==> src/sv/lts_pkg.sv <==
// Link traffic statistics: shared types, opcodes, row layout and helpers.
// No dependencies; imported by every other file of the block.
`default_nettype none

package lts_pkg;

  localparam int unsigned OpW    = 3;
  localparam int unsigned ByteW  = 16;
  localparam int unsigned TimeW  = 64;
  localparam int unsigned DepthW = 16;
  localparam int unsigned SelW   = 4;
  localparam int unsigned StatW  = 64;

  // Event opcodes
  localparam logic [OpW-1:0] OpRxPkt  = 3'd0;
  localparam logic [OpW-1:0] OpTxPkt  = 3'd1;
  localparam logic [OpW-1:0] OpRxDrop = 3'd2;
  localparam logic [OpW-1:0] OpTxDrop = 3'd3;
  localparam logic [OpW-1:0] OpDepth  = 3'd4;
  localparam logic [OpW-1:0] OpRead   = 3'd5;

  // Statistics RAM: one row per direction plus a row for drops and depths
  localparam int unsigned NumRows = 3;
  localparam int unsigned RowAw   = $clog2(NumRows);
  localparam int unsigned NumWords = 5;
  localparam int unsigned WordAw   = $clog2(NumWords);

  localparam logic [RowAw-1:0] RowRx   = 2'd0;
  localparam logic [RowAw-1:0] RowTx   = 2'd1;
  localparam logic [RowAw-1:0] RowMisc = 2'd2;

  // Words of a direction row
  localparam logic [WordAw-1:0] WCount = 3'd0;
  localparam logic [WordAw-1:0] WBytes = 3'd1;
  localparam logic [WordAw-1:0] WLast  = 3'd2;
  localparam logic [WordAw-1:0] WAvg   = 3'd3;
  localparam logic [WordAw-1:0] WPeak  = 3'd4;
  // Words of the misc row
  localparam logic [WordAw-1:0] WRxDrop  = 3'd0;
  localparam logic [WordAw-1:0] WTxDrop  = 3'd1;
  localparam logic [WordAw-1:0] WRxDepth = 3'd2;
  localparam logic [WordAw-1:0] WTxDepth = 3'd3;

  // Selector codes that start the tx and misc groups, and the last valid code
  localparam logic [SelW-1:0] SelTxBase   = 4'd5;
  localparam logic [SelW-1:0] SelMiscBase = 4'd10;
  localparam logic [SelW-1:0] SelLast     = 4'd13;

  typedef logic [NumWords-1:0][StatW-1:0] row_t;

  // Request as it sits in the update stage
  typedef struct packed {
    logic [OpW-1:0]    op;
    logic              wr;      // enabled update event
    logic              rd;      // counter read
    logic [RowAw-1:0]  row;
    logic [WordAw-1:0] word;
    logic              sel_ok;  // selector names a statistic
    logic [SelW-1:0]   sel;
    logic [ByteW-1:0]  bytes;
    logic [TimeW-1:0]  now;
    logic [DepthW-1:0] rxd;
    logic [DepthW-1:0] txd;
  } req_t;

  function automatic logic [RowAw-1:0] sel_row(logic [SelW-1:0] sel);
    if (sel < SelTxBase) return RowRx;
    if (sel < SelMiscBase) return RowTx;
    return RowMisc;
  endfunction

  function automatic logic [WordAw-1:0] sel_word(logic [SelW-1:0] sel);
    logic [SelW-1:0] w;
    if (sel < SelTxBase) w = sel;
    else if (sel < SelMiscBase) w = sel - SelTxBase;
    else w = sel - SelMiscBase;
    return w[WordAw-1:0];
  endfunction

  function automatic logic [StatW-1:0] sat_add(logic [StatW-1:0] a, logic [StatW-1:0] b);
    logic [StatW:0] s;
    s = {1'b0, a} + {1'b0, b};
    return s[StatW] ? {StatW{1'b1}} : s[StatW-1:0];
  endfunction

  // floor((7*a + g) / 8), exact at 67 bits
  function automatic logic [StatW-1:0] blend(logic [StatW-1:0] a, logic [StatW-1:0] g);
    logic [StatW+2:0] x;
    logic [StatW+2:0] s;
    x = {3'b000, a};
    s = (x << 3) - x + {3'b000, g};
    return s[StatW+2:3];
  endfunction

endpackage

`default_nettype wire

==> src/sv/lts_in_if.sv <==
// Link traffic statistics: event request channel (valid/ready + event fields).
// Depends on lts_pkg.
`default_nettype none

interface lts_in_if;
  import lts_pkg::*;

  logic              valid;
  logic              ready;
  logic [OpW-1:0]    opcode;
  logic [ByteW-1:0]  byte_count;
  logic [TimeW-1:0]  timestamp_ns;
  logic [DepthW-1:0] rx_depth;
  logic [DepthW-1:0] tx_depth;
  logic [SelW-1:0]   counter_select;

  modport source (
    output valid, opcode, byte_count, timestamp_ns, rx_depth, tx_depth, counter_select,
    input  ready
  );
  modport sink (
    input  valid, opcode, byte_count, timestamp_ns, rx_depth, tx_depth, counter_select,
    output ready
  );
endinterface

`default_nettype wire

==> src/sv/lts_out_if.sv <==
// Link traffic statistics: read result channel (valid/ready + read value).
// Depends on lts_pkg.
`default_nettype none

interface lts_out_if;
  import lts_pkg::*;

  logic             valid;
  logic             ready;
  logic [StatW-1:0] read_value;
  logic [SelW-1:0]  read_index;

  modport source (output valid, read_value, read_index, input ready);
  modport sink   (input valid, read_value, read_index, output ready);
endinterface

`default_nettype wire

==> src/sv/lts_stat_ram.sv <==
// Link traffic statistics: row RAM, registered read, per-row valid.
// Rows never written read as zero. Depends on lts_pkg.
`default_nettype none

module lts_stat_ram (
  input  logic                      clk_i,
  input  logic                      rst_ni,
  input  logic                      rd_en_i,
  input  logic [lts_pkg::RowAw-1:0] rd_addr_i,
  output lts_pkg::row_t             rd_data_o,
  input  logic                      wr_en_i,
  input  logic [lts_pkg::RowAw-1:0] wr_addr_i,
  input  lts_pkg::row_t             wr_data_i
);
  import lts_pkg::*;

  row_t               mem [NumRows];
  logic [NumRows-1:0] row_vld_q;
  row_t               rd_data_q;
  logic               rd_vld_q;

  always_ff @(posedge clk_i) begin
    if (wr_en_i) begin
      mem[wr_addr_i] <= wr_data_i;
    end
    if (rd_en_i) begin
      rd_data_q <= mem[rd_addr_i];
    end
  end

  always_ff @(posedge clk_i or negedge rst_ni) begin
    if (!rst_ni) begin
      row_vld_q <= '0;
      rd_vld_q  <= 1'b0;
    end else begin
      if (rd_en_i) begin
        rd_vld_q <= row_vld_q[rd_addr_i];
      end
      if (wr_en_i) begin
        row_vld_q[wr_addr_i] <= 1'b1;
      end
    end
  end

  assign rd_data_o = rd_vld_q ? rd_data_q : '0;

endmodule

`default_nettype wire

==> src/sv/lts_update.sv <==
// Link traffic statistics: row update (saturating counts, gap average/peak,
// depth watermarks) and read word selection. Depends on lts_pkg.
`default_nettype none

module lts_update (
  input  lts_pkg::req_t             req_i,
  input  lts_pkg::row_t             cur_i,
  output lts_pkg::row_t             new_o,
  output logic [lts_pkg::StatW-1:0] rd_value_o
);
  import lts_pkg::*;

  logic [StatW-1:0] last;
  logic [StatW-1:0] avg;
  logic [StatW-1:0] gap;
  logic             take_gap;

  assign last     = cur_i[WLast];
  assign avg      = cur_i[WAvg];
  assign gap      = req_i.now - last;
  assign take_gap = (last != '0) && (req_i.now >= last);

  always_comb begin
    new_o = cur_i;
    case (req_i.op)
      OpRxPkt, OpTxPkt: begin
        new_o[WCount] = sat_add(cur_i[WCount], StatW'(1));
        new_o[WBytes] = sat_add(cur_i[WBytes], StatW'(req_i.bytes));
        new_o[WLast]  = req_i.now;
        if (take_gap) begin
          new_o[WAvg] = (avg == '0) ? gap : blend(avg, gap);
          if (gap > cur_i[WPeak]) begin
            new_o[WPeak] = gap;
          end
        end
      end
      OpRxDrop: new_o[WRxDrop] = sat_add(cur_i[WRxDrop], StatW'(1));
      OpTxDrop: new_o[WTxDrop] = sat_add(cur_i[WTxDrop], StatW'(1));
      OpDepth: begin
        if (req_i.rxd > cur_i[WRxDepth][DepthW-1:0]) begin
          new_o[WRxDepth] = StatW'(req_i.rxd);
        end
        if (req_i.txd > cur_i[WTxDepth][DepthW-1:0]) begin
          new_o[WTxDepth] = StatW'(req_i.txd);
        end
      end
      default: new_o = cur_i;
    endcase
  end

  assign rd_value_o = req_i.sel_ok ? cur_i[req_i.word] : '0;

endmodule

`default_nettype wire

==> src/sv/link_traffic_statistics.sv <==
// Link traffic statistics top level: event pipeline around the statistics RAM.
// Depends on lts_pkg, lts_in_if, lts_out_if, lts_stat_ram, lts_update.
`default_nettype none

// Link traffic statistics. Events arrive on req_i: rx/tx packet (byte count,
// timestamp), rx/tx drop, queue-depth sample, or counter read. All state sits
// in a three-row RAM (rx row, tx row, drop/depth row) that reads back zero
// until first written. An event reads its row at accept, the next cycle
// updates it (64-bit saturating counts, gap average (7*avg+gap)/8 and peak,
// depth watermarks) and writes it back; a write-register bypass covers an
// event that follows one to the same row. One event is taken every cycle
// unless req_i is stalled; a read result goes from the update stage into
// an output register and is held valid on rsp_o until taken. A read is
// held in the update stage only while the output register is full and not
// being taken, which then stalls req_i. Update events are ignored while cfg
// enable is 0; reads always answer.
module link_traffic_statistics (
  input  logic      clk_i,
  input  logic      rst_ni,
  input  logic      cfg_we_i,
  input  logic      cfg_wdata_i,
  lts_in_if.sink    req_i,
  lts_out_if.source rsp_o
);
  import lts_pkg::*;

  logic             enable_q;
  req_t             req_d, s1_q;
  logic             s1_vld_q;
  logic             s1_go;
  logic             accept;
  row_t             ram_rd;
  row_t             cur_row;
  row_t             new_row;
  logic [StatW-1:0] rd_value;
  logic             wr_en;
  // bypass of the last row write
  logic             wb_vld_q;
  logic [RowAw-1:0] wb_row_q;
  row_t             wb_data_q;
  // output register
  logic             out_vld_q;
  logic [StatW-1:0] out_value_q;
  logic [SelW-1:0]  out_index_q;

  always_ff @(posedge clk_i or negedge rst_ni) begin
    if (!rst_ni) begin
      enable_q <= 1'b0;
    end else if (cfg_we_i) begin
      enable_q <= cfg_wdata_i;
    end
  end

  // Update stage moves on unless it holds a read facing a full output register that is not being taken
  assign s1_go       = !(s1_vld_q && s1_q.rd) || !out_vld_q || rsp_o.ready;
  assign req_i.ready = !s1_vld_q || s1_go;
  assign accept      = req_i.valid && req_i.ready;

  // Decode the incoming request
  always_comb begin
    req_d.op     = req_i.opcode;
    req_d.wr     = enable_q && (req_i.opcode <= OpDepth);
    req_d.rd     = (req_i.opcode == OpRead);
    req_d.sel    = req_i.counter_select;
    req_d.sel_ok = (req_i.counter_select <= SelLast);
    req_d.word   = sel_word(req_i.counter_select);
    req_d.bytes  = req_i.byte_count;
    req_d.now    = req_i.timestamp_ns;
    req_d.rxd    = req_i.rx_depth;
    req_d.txd    = req_i.tx_depth;
    case (req_i.opcode)
      OpRxPkt: req_d.row = RowRx;
      OpTxPkt: req_d.row = RowTx;
      OpRead:  req_d.row = sel_row(req_i.counter_select);
      default: req_d.row = RowMisc;
    endcase
  end

  always_ff @(posedge clk_i or negedge rst_ni) begin
    if (!rst_ni) begin
      s1_vld_q <= 1'b0;
    end else if (req_i.ready) begin
      s1_vld_q <= req_i.valid;
    end
  end

  always_ff @(posedge clk_i) begin
    if (accept) begin
      s1_q <= req_d;
    end
  end

  lts_stat_ram u_ram (
    .clk_i     (clk_i),
    .rst_ni    (rst_ni),
    .rd_en_i   (accept),
    .rd_addr_i (req_d.row),
    .rd_data_o (ram_rd),
    .wr_en_i   (wr_en),
    .wr_addr_i (s1_q.row),
    .wr_data_i (new_row)
  );

  // RAM read data can miss the write made in the cycle of its read
  assign cur_row = (wb_vld_q && (wb_row_q == s1_q.row)) ? wb_data_q : ram_rd;

  lts_update u_update (
    .req_i      (s1_q),
    .cur_i      (cur_row),
    .new_o      (new_row),
    .rd_value_o (rd_value)
  );

  assign wr_en = s1_vld_q && s1_q.wr && s1_go;

  always_ff @(posedge clk_i or negedge rst_ni) begin
    if (!rst_ni) begin
      wb_vld_q <= 1'b0;
    end else if (wr_en) begin
      wb_vld_q <= 1'b1;
    end
  end

  always_ff @(posedge clk_i) begin
    if (wr_en) begin
      wb_row_q  <= s1_q.row;
      wb_data_q <= new_row;
    end
  end

  // Output register
  always_ff @(posedge clk_i or negedge rst_ni) begin
    if (!rst_ni) begin
      out_vld_q <= 1'b0;
    end else if (s1_vld_q && s1_q.rd && s1_go) begin
      out_vld_q <= 1'b1;
    end else if (rsp_o.ready) begin
      out_vld_q <= 1'b0;
    end
  end

  always_ff @(posedge clk_i) begin
    if (s1_vld_q && s1_q.rd && s1_go) begin
      out_value_q <= rd_value;
      out_index_q <= s1_q.sel;
    end
  end

  assign rsp_o.valid      = out_vld_q;
  assign rsp_o.read_value = out_value_q;
  assign rsp_o.read_index = out_index_q;

  // A read never writes the RAM
  assert property (@(posedge clk_i) disable iff (!rst_ni)
    wr_en |-> !s1_q.rd)
    else $error("RAM write from a read request");

  // A read leaving the update stage lands in the output register
  assert property (@(posedge clk_i) disable iff (!rst_ni)
    (s1_vld_q && s1_q.rd && s1_go) |=> out_vld_q)
    else $error("read result lost");

  // A held update stage blocks new requests
  assert property (@(posedge clk_i) disable iff (!rst_ni)
    (s1_vld_q && !s1_go) |-> !req_i.ready)
    else $error("request taken while update stage held");

endmodule

`default_nettype wire
==> src/flat_wrapper.sv <==
// flat-port wrapper written by rule: the top's interface ports become plain ports
module link_traffic_statistics_flat import lts_pkg::*;
  (clk_i, rst_ni, cfg_we_i, cfg_wdata_i, req_i_valid, req_i_opcode, req_i_byte_count, req_i_timestamp_ns, req_i_rx_depth, req_i_tx_depth, req_i_counter_select, req_i_ready, rsp_o_valid, rsp_o_read_value, rsp_o_read_index, rsp_o_ready);
  lts_in_if req_i_i ();
  lts_out_if rsp_o_i ();
  input  logic clk_i;
  input  logic rst_ni;
  input  logic cfg_we_i;
  input  logic cfg_wdata_i;
  input wire logic [$bits(req_i_i.valid)-1:0] req_i_valid;
  input wire logic [$bits(req_i_i.opcode)-1:0] req_i_opcode;
  input wire logic [$bits(req_i_i.byte_count)-1:0] req_i_byte_count;
  input wire logic [$bits(req_i_i.timestamp_ns)-1:0] req_i_timestamp_ns;
  input wire logic [$bits(req_i_i.rx_depth)-1:0] req_i_rx_depth;
  input wire logic [$bits(req_i_i.tx_depth)-1:0] req_i_tx_depth;
  input wire logic [$bits(req_i_i.counter_select)-1:0] req_i_counter_select;
  output wire logic [$bits(req_i_i.ready)-1:0] req_i_ready;
  output wire logic [$bits(rsp_o_i.valid)-1:0] rsp_o_valid;
  output wire logic [$bits(rsp_o_i.read_value)-1:0] rsp_o_read_value;
  output wire logic [$bits(rsp_o_i.read_index)-1:0] rsp_o_read_index;
  input wire logic [$bits(rsp_o_i.ready)-1:0] rsp_o_ready;
  assign req_i_i.valid = req_i_valid;
  assign req_i_i.opcode = req_i_opcode;
  assign req_i_i.byte_count = req_i_byte_count;
  assign req_i_i.timestamp_ns = req_i_timestamp_ns;
  assign req_i_i.rx_depth = req_i_rx_depth;
  assign req_i_i.tx_depth = req_i_tx_depth;
  assign req_i_i.counter_select = req_i_counter_select;
  assign req_i_ready = req_i_i.ready;
  assign rsp_o_valid = rsp_o_i.valid;
  assign rsp_o_read_value = rsp_o_i.read_value;
  assign rsp_o_read_index = rsp_o_i.read_index;
  assign rsp_o_i.ready = rsp_o_ready;
  link_traffic_statistics u_core (.clk_i(clk_i), .rst_ni(rst_ni), .cfg_we_i(cfg_we_i), .cfg_wdata_i(cfg_wdata_i), .req_i(req_i_i), .rsp_o(rsp_o_i));
endmodule
==> config.mk <==
export PLATFORM = sky130hd
export DESIGN_NAME = link_traffic_statistics_flat
export DESIGN_NICKNAME = d
export VERILOG_FILES = /design/src/sv/lts_pkg.sv /design/src/sv/lts_in_if.sv /design/src/sv/lts_out_if.sv /design/src/sv/lts_stat_ram.sv /design/src/sv/lts_update.sv /design/src/sv/link_traffic_statistics.sv /design/src/flat_wrapper.sv
export SDC_FILE = /design/constraint.sdc
export NUM_CORES = 2
export LEC_CHECK = 0
export BUFFER_PORTS_ARGS = -buffer_cell sky130_fd_sc_hd__buf_4
export CAP_MARGIN = 20
export CORE_ASPECT_RATIO = 0.75
export CORE_UTILIZATION = 51
export DETAILED_ROUTE_END_ITERATION = 8
export GPL_TIMING_DRIVEN = 0
export PLACE_DENSITY = 0.63
export SYNTH_ARGS = -nofsm -noshare
export SYNTH_HDL_FRONTEND = slang
export SYNTH_HIERARCHICAL = 1
export SYNTH_SLANG_ARGS = --single-unit
==> constraint.sdc <==
create_clock -name clk_i -period 89.3 [get_ports clk_i]
set_input_delay 4.465 -clock clk_i [delete_from_list [all_inputs] [get_ports clk_i]]
set_output_delay 4.465 -clock clk_i [all_outputs]
set_load 0.1 [all_outputs]
Word level (Yosys, flattened, before mapping)
Memories as Yosys holds them, arrays and structs flattened. A register that Yosys moved wholly into a read port is not among the register bits.
Index checks and enable logic that the tools add are counted.
W data, S select, Z words.
{ "totals": {"reg_bits": 525, "mem_bits_rw": 960, "inputBits": 125, "out_inout_bits": 70, "memories": 1} }
{ "memory_table": {"columns": ["memory", "depth", "word_bits", "read_ports", "rd_clocked_by_memory_dff", "write_ports", "line_no", "rtl"], "rows": [
  ["u_core.u_ram.mem", 3, 320, 1, 1, 1, "lts_stat_ram.sv:17", "row_t mem [NumRows];"]
]} }
{ "classes": {"addsub": 8, "order_cmp": 12, "eq_ne": 7, "muxes": 36, "bitwise_logic": 1, "n_reduce_logical": 22} }
{ "ops": {"columns": ["cell", "count"], "rows": [
  ["$mux W320", 2],
  ["$mux W64", 10],
  ["$pmux W128 S2", 1],
  ["$bmux W64 S3", 1],
  ["$add A64 B1 Y65 const B", 2],
  ["$mux W128", 1],
  ["$pmux W64 S2", 1],
  ["$add A67 B64 Y67", 1],
  ["$sub A67 B64 Y67", 1],
  ["$add A64 B16 Y65", 1],
  ["$ge A64 B64 Y1", 1],
  ["$gt A64 B64 Y1", 1],
  ["$logic_not A64 Y1", 1],
  ["$reduce_bool A64 Y1", 1],
  ["$sub A64 B64 Y64", 1],
  ["$gt A16 B16 Y1", 2],
  ["$mux W1", 11],
  ["$logic_and A1 B1 Y1", 9],
  ["$mux W2", 4],
  ["$eq A3 B1 Y1 const B", 2],
  ["$eq A3 B2 Y1 const B", 2],
  ["$eq A3 B3 Y1 const B", 2],
  ["$logic_not A3 Y1", 2],
  ["$lt A2 B3 Y1 const B", 2],
  ["19 further kinds", 24]
]} }

Longest topological paths before layout
{ "logic_depth": {"ltp_word": 10, "ltp_mapped": 33, "mapped_depth_nobuf": 30} }

By module
Netlist, hierarchy kept.
{ "modules_own_cells": {"columns": ["mod", "n_inst", "cells_per_inst", "area_each_um2", "seq_area_each_um2"], "rows": [
  ["lts_stat_ram", 1, 2717, 47695.7, 38537.0],
  ["lts_update", 1, 3455, 23204.8, 0.0],
  ["link_traffic_statistics", 1, 917, 19876.6, 15625.0]
]} }

Worst setup path before layout
Ideal clock, no wire load.
{ "synth_path": {"kind": "in2reg", "start": "in rsp_o_ready", "end": "reg u_core.u_ram.row_vld_q[0]", "setup_ns": 0.186, "arrival_time_ns": 36.406, "required_ns": 89.114, "path_slack_ns": 52.708, "path_stages": 4, "path_buffers": 0, "path_cell_list": "nor2b_1 a21oi_1 nor3b_1 or2_2"} }
{ "synth_via": {"elab_chain_cells": 2} }
{ "synth_rtl": {"columns": ["item", "line_no", "rtl"], "rows": [
  ["start, declared", "flat_wrapper.sv:21", "input wire logic [$bits(rsp_o_i.ready)-1:0] rsp_o_ready;"],
  ["$logic_or A1 B1 Y1", "link_traffic_statistics.sv:55", "assign s1_go = !(s1_vld_q && s1_q.rd) || !out_vld_q || rsp_o.ready;"],
  ["$logic_and A1 B1 Y1", "link_traffic_statistics.sv:114", "assign wr_en = s1_vld_q && s1_q.wr && s1_go;"],
  ["net u_core.wr_en", "link_traffic_statistics.sv:36", "logic wr_en;"],
  ["end signal, assigned", "lts_stat_ram.sv:33", "row_vld_q <= '0;"],
  ["end signal, assigned by index", "lts_stat_ram.sv:40", "row_vld_q[wr_addr_i] <= 1'b1;"],
  ["end, declared", "lts_stat_ram.sv:18", "logic [NumRows-1:0] row_vld_q;"]
]} }
The timed path passes the listed nets, and every way through them passes these cells.
A chain may end at the register's enable or synchronous reset.

==> impl_metrics.prom <==
# TYPE chip_impl_metric gauge
chip_impl_metric{name="post_cts_resized",unit=""} 0
chip_impl_metric{name="clock_latency",unit="ps"} 840
chip_impl_metric{name="wl_per_cell",unit="um"} 29.7
chip_impl_info{name="cp-startpoint",value="u_core/s1_q[120]$_DFFE_PP_"} 1
chip_impl_metric{name="area.growth.synth_to_final",unit="%"} 13.1
chip_impl_metric{name="post-cts-setup-buffers",unit=""} 0
chip_impl_metric{name="design.portCount",unit=""} 195
chip_impl_info{name="rsz0062_at_grt",value="no"} 1
chip_impl_metric{name="synth-async-reset-ratio",unit=""} 0.00443
chip_impl_metric{name="pwr_density_cell",unit="nW/um2"} 26.9
chip_impl_metric{name="synthDominantCellAreaShare",unit=""} 0.594
chip_impl_metric{name="finalWirelength",unit="um"} 300000
chip_impl_info{name="critical_path.reg2reg.startpoint",value="u_core/s1_q[120]$_DFFE_PP_"} 1
chip_impl_info{name="outcome",value="completed"} 1
chip_impl_metric{name="syn-num-nets",unit=""} 7524
chip_impl_metric{name="synth_area_per_cell",unit="um2"} 12.8
chip_impl_metric{name="worstPathBufferInverterCount",unit=""} 7
chip_impl_metric{name="grt-ovfl-total",unit=""} 0
chip_impl_metric{name="cp_slowest_stage_delay",unit="ps"} 980
chip_impl_metric{name="fp.dieArea",unit="um2"} 180000
chip_impl_metric{name="hold_viol",unit=""} 0
chip_impl_metric{name="synth.yosys.seq_area_share",unit=""} 0.597
chip_impl_info{name="hold_path.class",value="flop to flop"} 1
chip_impl_metric{name="dp.cells",unit=""} 9745
chip_impl_metric{name="leakage",unit="nW"} 37.0
chip_impl_metric{name="via_count",unit=""} 61700
chip_impl_metric{name="whs_path_depth",unit=""} 0
chip_impl_metric{name="mappedNetlistArea",unit="um2"} 90800
chip_impl_metric{name="router_iterations_before_antenna_repair",unit=""} 8
chip_impl_metric{name="antenna_found_initial",unit=""} 38
chip_impl_metric{name="fp-row-count",unit=""} 133
chip_impl_metric{name="slew_headroom",unit=""} 0.127
chip_impl_metric{name="total_cts_buffers",unit=""} 175
chip_impl_info{name="cp_slowest_cell",value="o311ai_0"} 1
chip_impl_info{name="tritoncts",value="done"} 1
chip_impl_metric{name="first_iteration_detailed_routing_drc_count",unit=""} 7580
chip_impl_metric{name="clkSlewWorstSetupHoldPaths",unit="ps"} 60
chip_impl_metric{name="ctsLongestPathBuffers",unit=""} 3
chip_impl_metric{name="fin_tns_setup",unit="ps"} 0
chip_impl_info{name="yosys-top-cells-area",value="edfxtp_1 59%, mux2_2 4.4%, mux2i_1 4.0%"} 1
chip_impl_metric{name="power.ir.vdd_worst",unit="mV"} 0.0229
chip_impl_metric{name="starting_utilization_of_the_core_area",unit=""} 0.516
chip_impl_info{name="hold-path-endpoint",value="u_core/rsp_o.read_index[0]$_DFFE_PP_"} 1
chip_impl_metric{name="chipHeight",unit="um"} 367
chip_impl_metric{name="synthCells",unit=""} 7089
chip_impl_info{name="critical_path.endpoint_type",value="flop"} 1
chip_impl_metric{name="layout_worst_path_cycle_share",unit=""} 0.122
chip_impl_info{name="top_count_cell_post_synth",value="edfxtp_1"} 1
chip_impl_metric{name="synth_enable_flop_cells",unit=""} 1797
chip_impl_metric{name="grt_first_pass_wirelength",unit="um"} 421000
chip_impl_info{name="critical-path-top-delay-family",value="compound AO/OA/AOI/OAI gates"} 1
chip_impl_metric{name="post_cts_hold_buffer_count",unit=""} 0
chip_impl_metric{name="layout.nets",unit=""} 7997
chip_impl_metric{name="setup_viol",unit=""} 0
chip_impl_metric{name="numPortBuffers",unit=""} 194
chip_impl_metric{name="final_antenna_net_count",unit=""} 0
chip_impl_info{name="synth.top_cells.by_count",value="1,797 x edfxtp_1, 705 x nand2_1, 363 x mux2i_1"} 1
chip_impl_metric{name="grt_util_all_layers",unit=""} 0.331
chip_impl_metric{name="clkSinkCount",unit=""} 1805
chip_impl_metric{name="cp_data_required_time",unit="ps"} 89850
chip_impl_metric{name="min_period",unit="ps"} 10920
chip_impl_metric{name="worst_ep_arrival",unit="ps"} 11470
chip_impl_metric{name="ys_warn_count",unit=""} 6
chip_impl_metric{name="fmaxAchievable",unit="GHz"} 0.0915
chip_impl_metric{name="h-tree-depth",unit=""} 4
chip_impl_metric{name="worstPathMaxFanout",unit=""} 10
chip_impl_metric{name="ys_types",unit=""} 93
chip_impl_metric{name="register_to_register_path_setup_slack",unit="ps"} 78380
chip_impl_metric{name="place_hpwl",unit="um"} 228000
chip_impl_metric{name="drive_above_1_share",unit=""} 0.156
chip_impl_info{name="kind_of_launch_point_of_the_worst_setup_path",value="flop"} 1
chip_impl_info{name="timing.rr.end",value="u_core/u_ram/mem[0][305]$_DFFE_PP_"} 1
chip_impl_metric{name="cap_viol_max_count",unit=""} 0
chip_impl_metric{name="globalplace.congestion",unit=""} 1.01
chip_impl_metric{name="core_area",unit="um2"} 176000
chip_impl_metric{name="grt_max_degree",unit=""} 67
chip_impl_info{name="clk_root_buffer_cell",value="clkbuf_16"} 1
chip_impl_info{name="ys.flop_type",value="edfxtp_1"} 1
chip_impl_info{name="hold_path.startpoint",value="u_core/s1_q[112]$_DFFE_PP_"} 1
chip_impl_info{name="netlist.top_cell.by_area",value="edfxtp_1"} 1
chip_impl_metric{name="clock_skew",unit="ps"} 38.5
chip_impl_metric{name="number_of_storage_elements_in_the_synthesis_netlist",unit=""} 1805
chip_impl_metric{name="die_x",unit="um"} 489
chip_impl_metric{name="vias_per_cell",unit=""} 6.12
chip_impl_metric{name="final_cell_count_no_fill",unit=""} 10100
chip_impl_metric{name="first_global_vias",unit=""} 58300
chip_impl_metric{name="max_slew.worst_pin.slew",unit="ps"} 1300
chip_impl_info{name="criticalPathCategory",value="flop to flop"} 1
chip_impl_metric{name="timing.reg2reg.worst_path_depth",unit=""} 29
chip_impl_metric{name="report.final.slew_viol_count",unit=""} 0
chip_impl_metric{name="drc_errors",unit=""} 0
-- per-stage QoR --
stage	util	cell area [um2]	setup WS [ps]	hold slack [ps]	total power, mW
2_1_floorplan	-	90800	52710	400	1.70
3_3_place_gp	0.541	95200	40820	403	2.01
3_5_place_dp	0.551	96900	78690	415	2.00
4_1_cts	0.583	103000	78660	430	2.74
5_1_grt	0.583	103000	78290	445	2.88
6_report	0.583	103000	78380	426	2.76
-- layer usage --
metal / GRT usage / vias up / share of wire
li1: - / 27300 / -
met1: 0.485 / 31000 / 0.43
met2: 0.479 / 3009 / 0.43
met3: 0.0823 / 419 / 0.11
met4: 0.112 / 0 / 0.037
met5: 0 / - / 0
-- worst register-to-register path, delay by kind of cell, from the launching register on --
family / cells / cell delay, ps
xor gates and xnor gates: 2 / 1200
DFF: 1 / 460
muxes: 2 / 1010
adders and majority gates: 2 / 640
and+or+nand+nor: 9 / 2400
buffers and inverters: 7 / 1970
AOI/OAI and AO/OA: 7 / 2970
-- report_power, final --
group          leakage [nW]  internal, mW  switching (mW)  total, mW
logic                  17.3         0.333           0.649      0.982
clock network          2.76         0.416           0.327      0.743
registers              17.0          1.02          0.0133       1.03
total                  37.0          1.77           0.990       2.76
-- cell type report --
cell class	count	area, um2
fill	14200	73400
sequential	1805	54200
multi-input combinational	4561	33100
clock buffer	220	4630
timing repair buffer	296	3140
tap	2362	2960
buffer	377	2250
inverter	346	1300
clock inverter	99	1030
antenna	10	25.0
-- placed cells by master, fill, tap and decap left out, drive strengths merged, types with 10 or more instances in the layout --
master | synthesis | routed
nand3 | 114 | 114
or3 | 25 | 25
nor4 | 47 | 47
edfxtp | 1797 | 1797
fa | 63 | 63
ha | 247 | 247
a221o | 37 | 37
bufinv | 0 | 16
o31ai | 64 | 64
nor2b | 87 | 87
xnor2 | 106 | 106
a21oi | 309 | 309
and2 | 341 | 341
o22ai | 16 | 16
o21bai | 37 | 37
clkbuf | 197 | 417
clkinv | 0 | 62
mux4 | 64 | 64
a31oi | 45 | 45
inv | 346 | 361
nand2b | 30 | 30
nor2 | 267 | 267
a21o | 99 | 99
xor2 | 110 | 110
and4 | 13 | 13
o21a | 26 | 26
nor3 | 91 | 91
buf | 180 | 476
a22oi | 98 | 98
mux2 | 357 | 357
o21ai | 497 | 497
diode | 0 | 10
nand4 | 108 | 108
o211ai | 11 | 11
a211oi | 19 | 19
or2 | 15 | 15
nand2 | 705 | 705
and3 | 38 | 38
mux2i | 363 | 363
-- worst max path at each step --
stage	endpoint	depth (start not counted)
global placement	u_core/u_ram/row_vld_q[2]$_DFFE_PN0P_	5
CTS	u_core/u_ram/mem[0][305]$_DFFE_PP_	29
global route	u_core/u_ram/mem[0][305]$_DFFE_PP_	29
finish	u_core/u_ram/mem[0][305]$_DFFE_PP_	29
detailed placement	u_core/u_ram/mem[0][305]$_DFFE_PP_	29
floorplan	u_core/u_ram/row_vld_q[0]$_DFFE_PN0P_	4
-- flip-flops by register name (all words and copies together) (netlist names) --
| register | cells |
|---|---|
| u_core/rsp_o.valid | 1 |
| u_core/u_ram/rd_vld_q | 1 |
| u_core/s1_vld_q | 1 |
| u_core/wb_row_q | 2 |
| u_core/wb_vld_q | 1 |
| u_core/u_ram/row_vld_q | 3 |
| u_core/rsp_o.read_value | 64 |
| u_core/u_ram/rd_data_q | 320 |
| u_core/u_ram/mem | 960 |
| u_core/wb_data_q | 320 |
| u_core/rsp_o.read_index | 4 |
| u_core/enable_q | 1 |
| u_core/s1_q | 127 |
-- kinds of logic (layout without fill, tap and decap cells) --
logic type	after synthesis	in the layout	share of synthesized area
AND/OR/NAND/NOR	1907	1907	0.103
XOR/XNOR	216	216	0.0209
adder cells (fa/ha/maj)	310	310	0.0479
AO/OA/AOI/OAI	1344	1344	0.0921
other	0	10	0
multiplexers	784	784	0.100
flip-flops	1805	1805	0.597
buffers and inverters	723	1338	0.0390
Note: power is estimated with default switching activity, not from simulation.
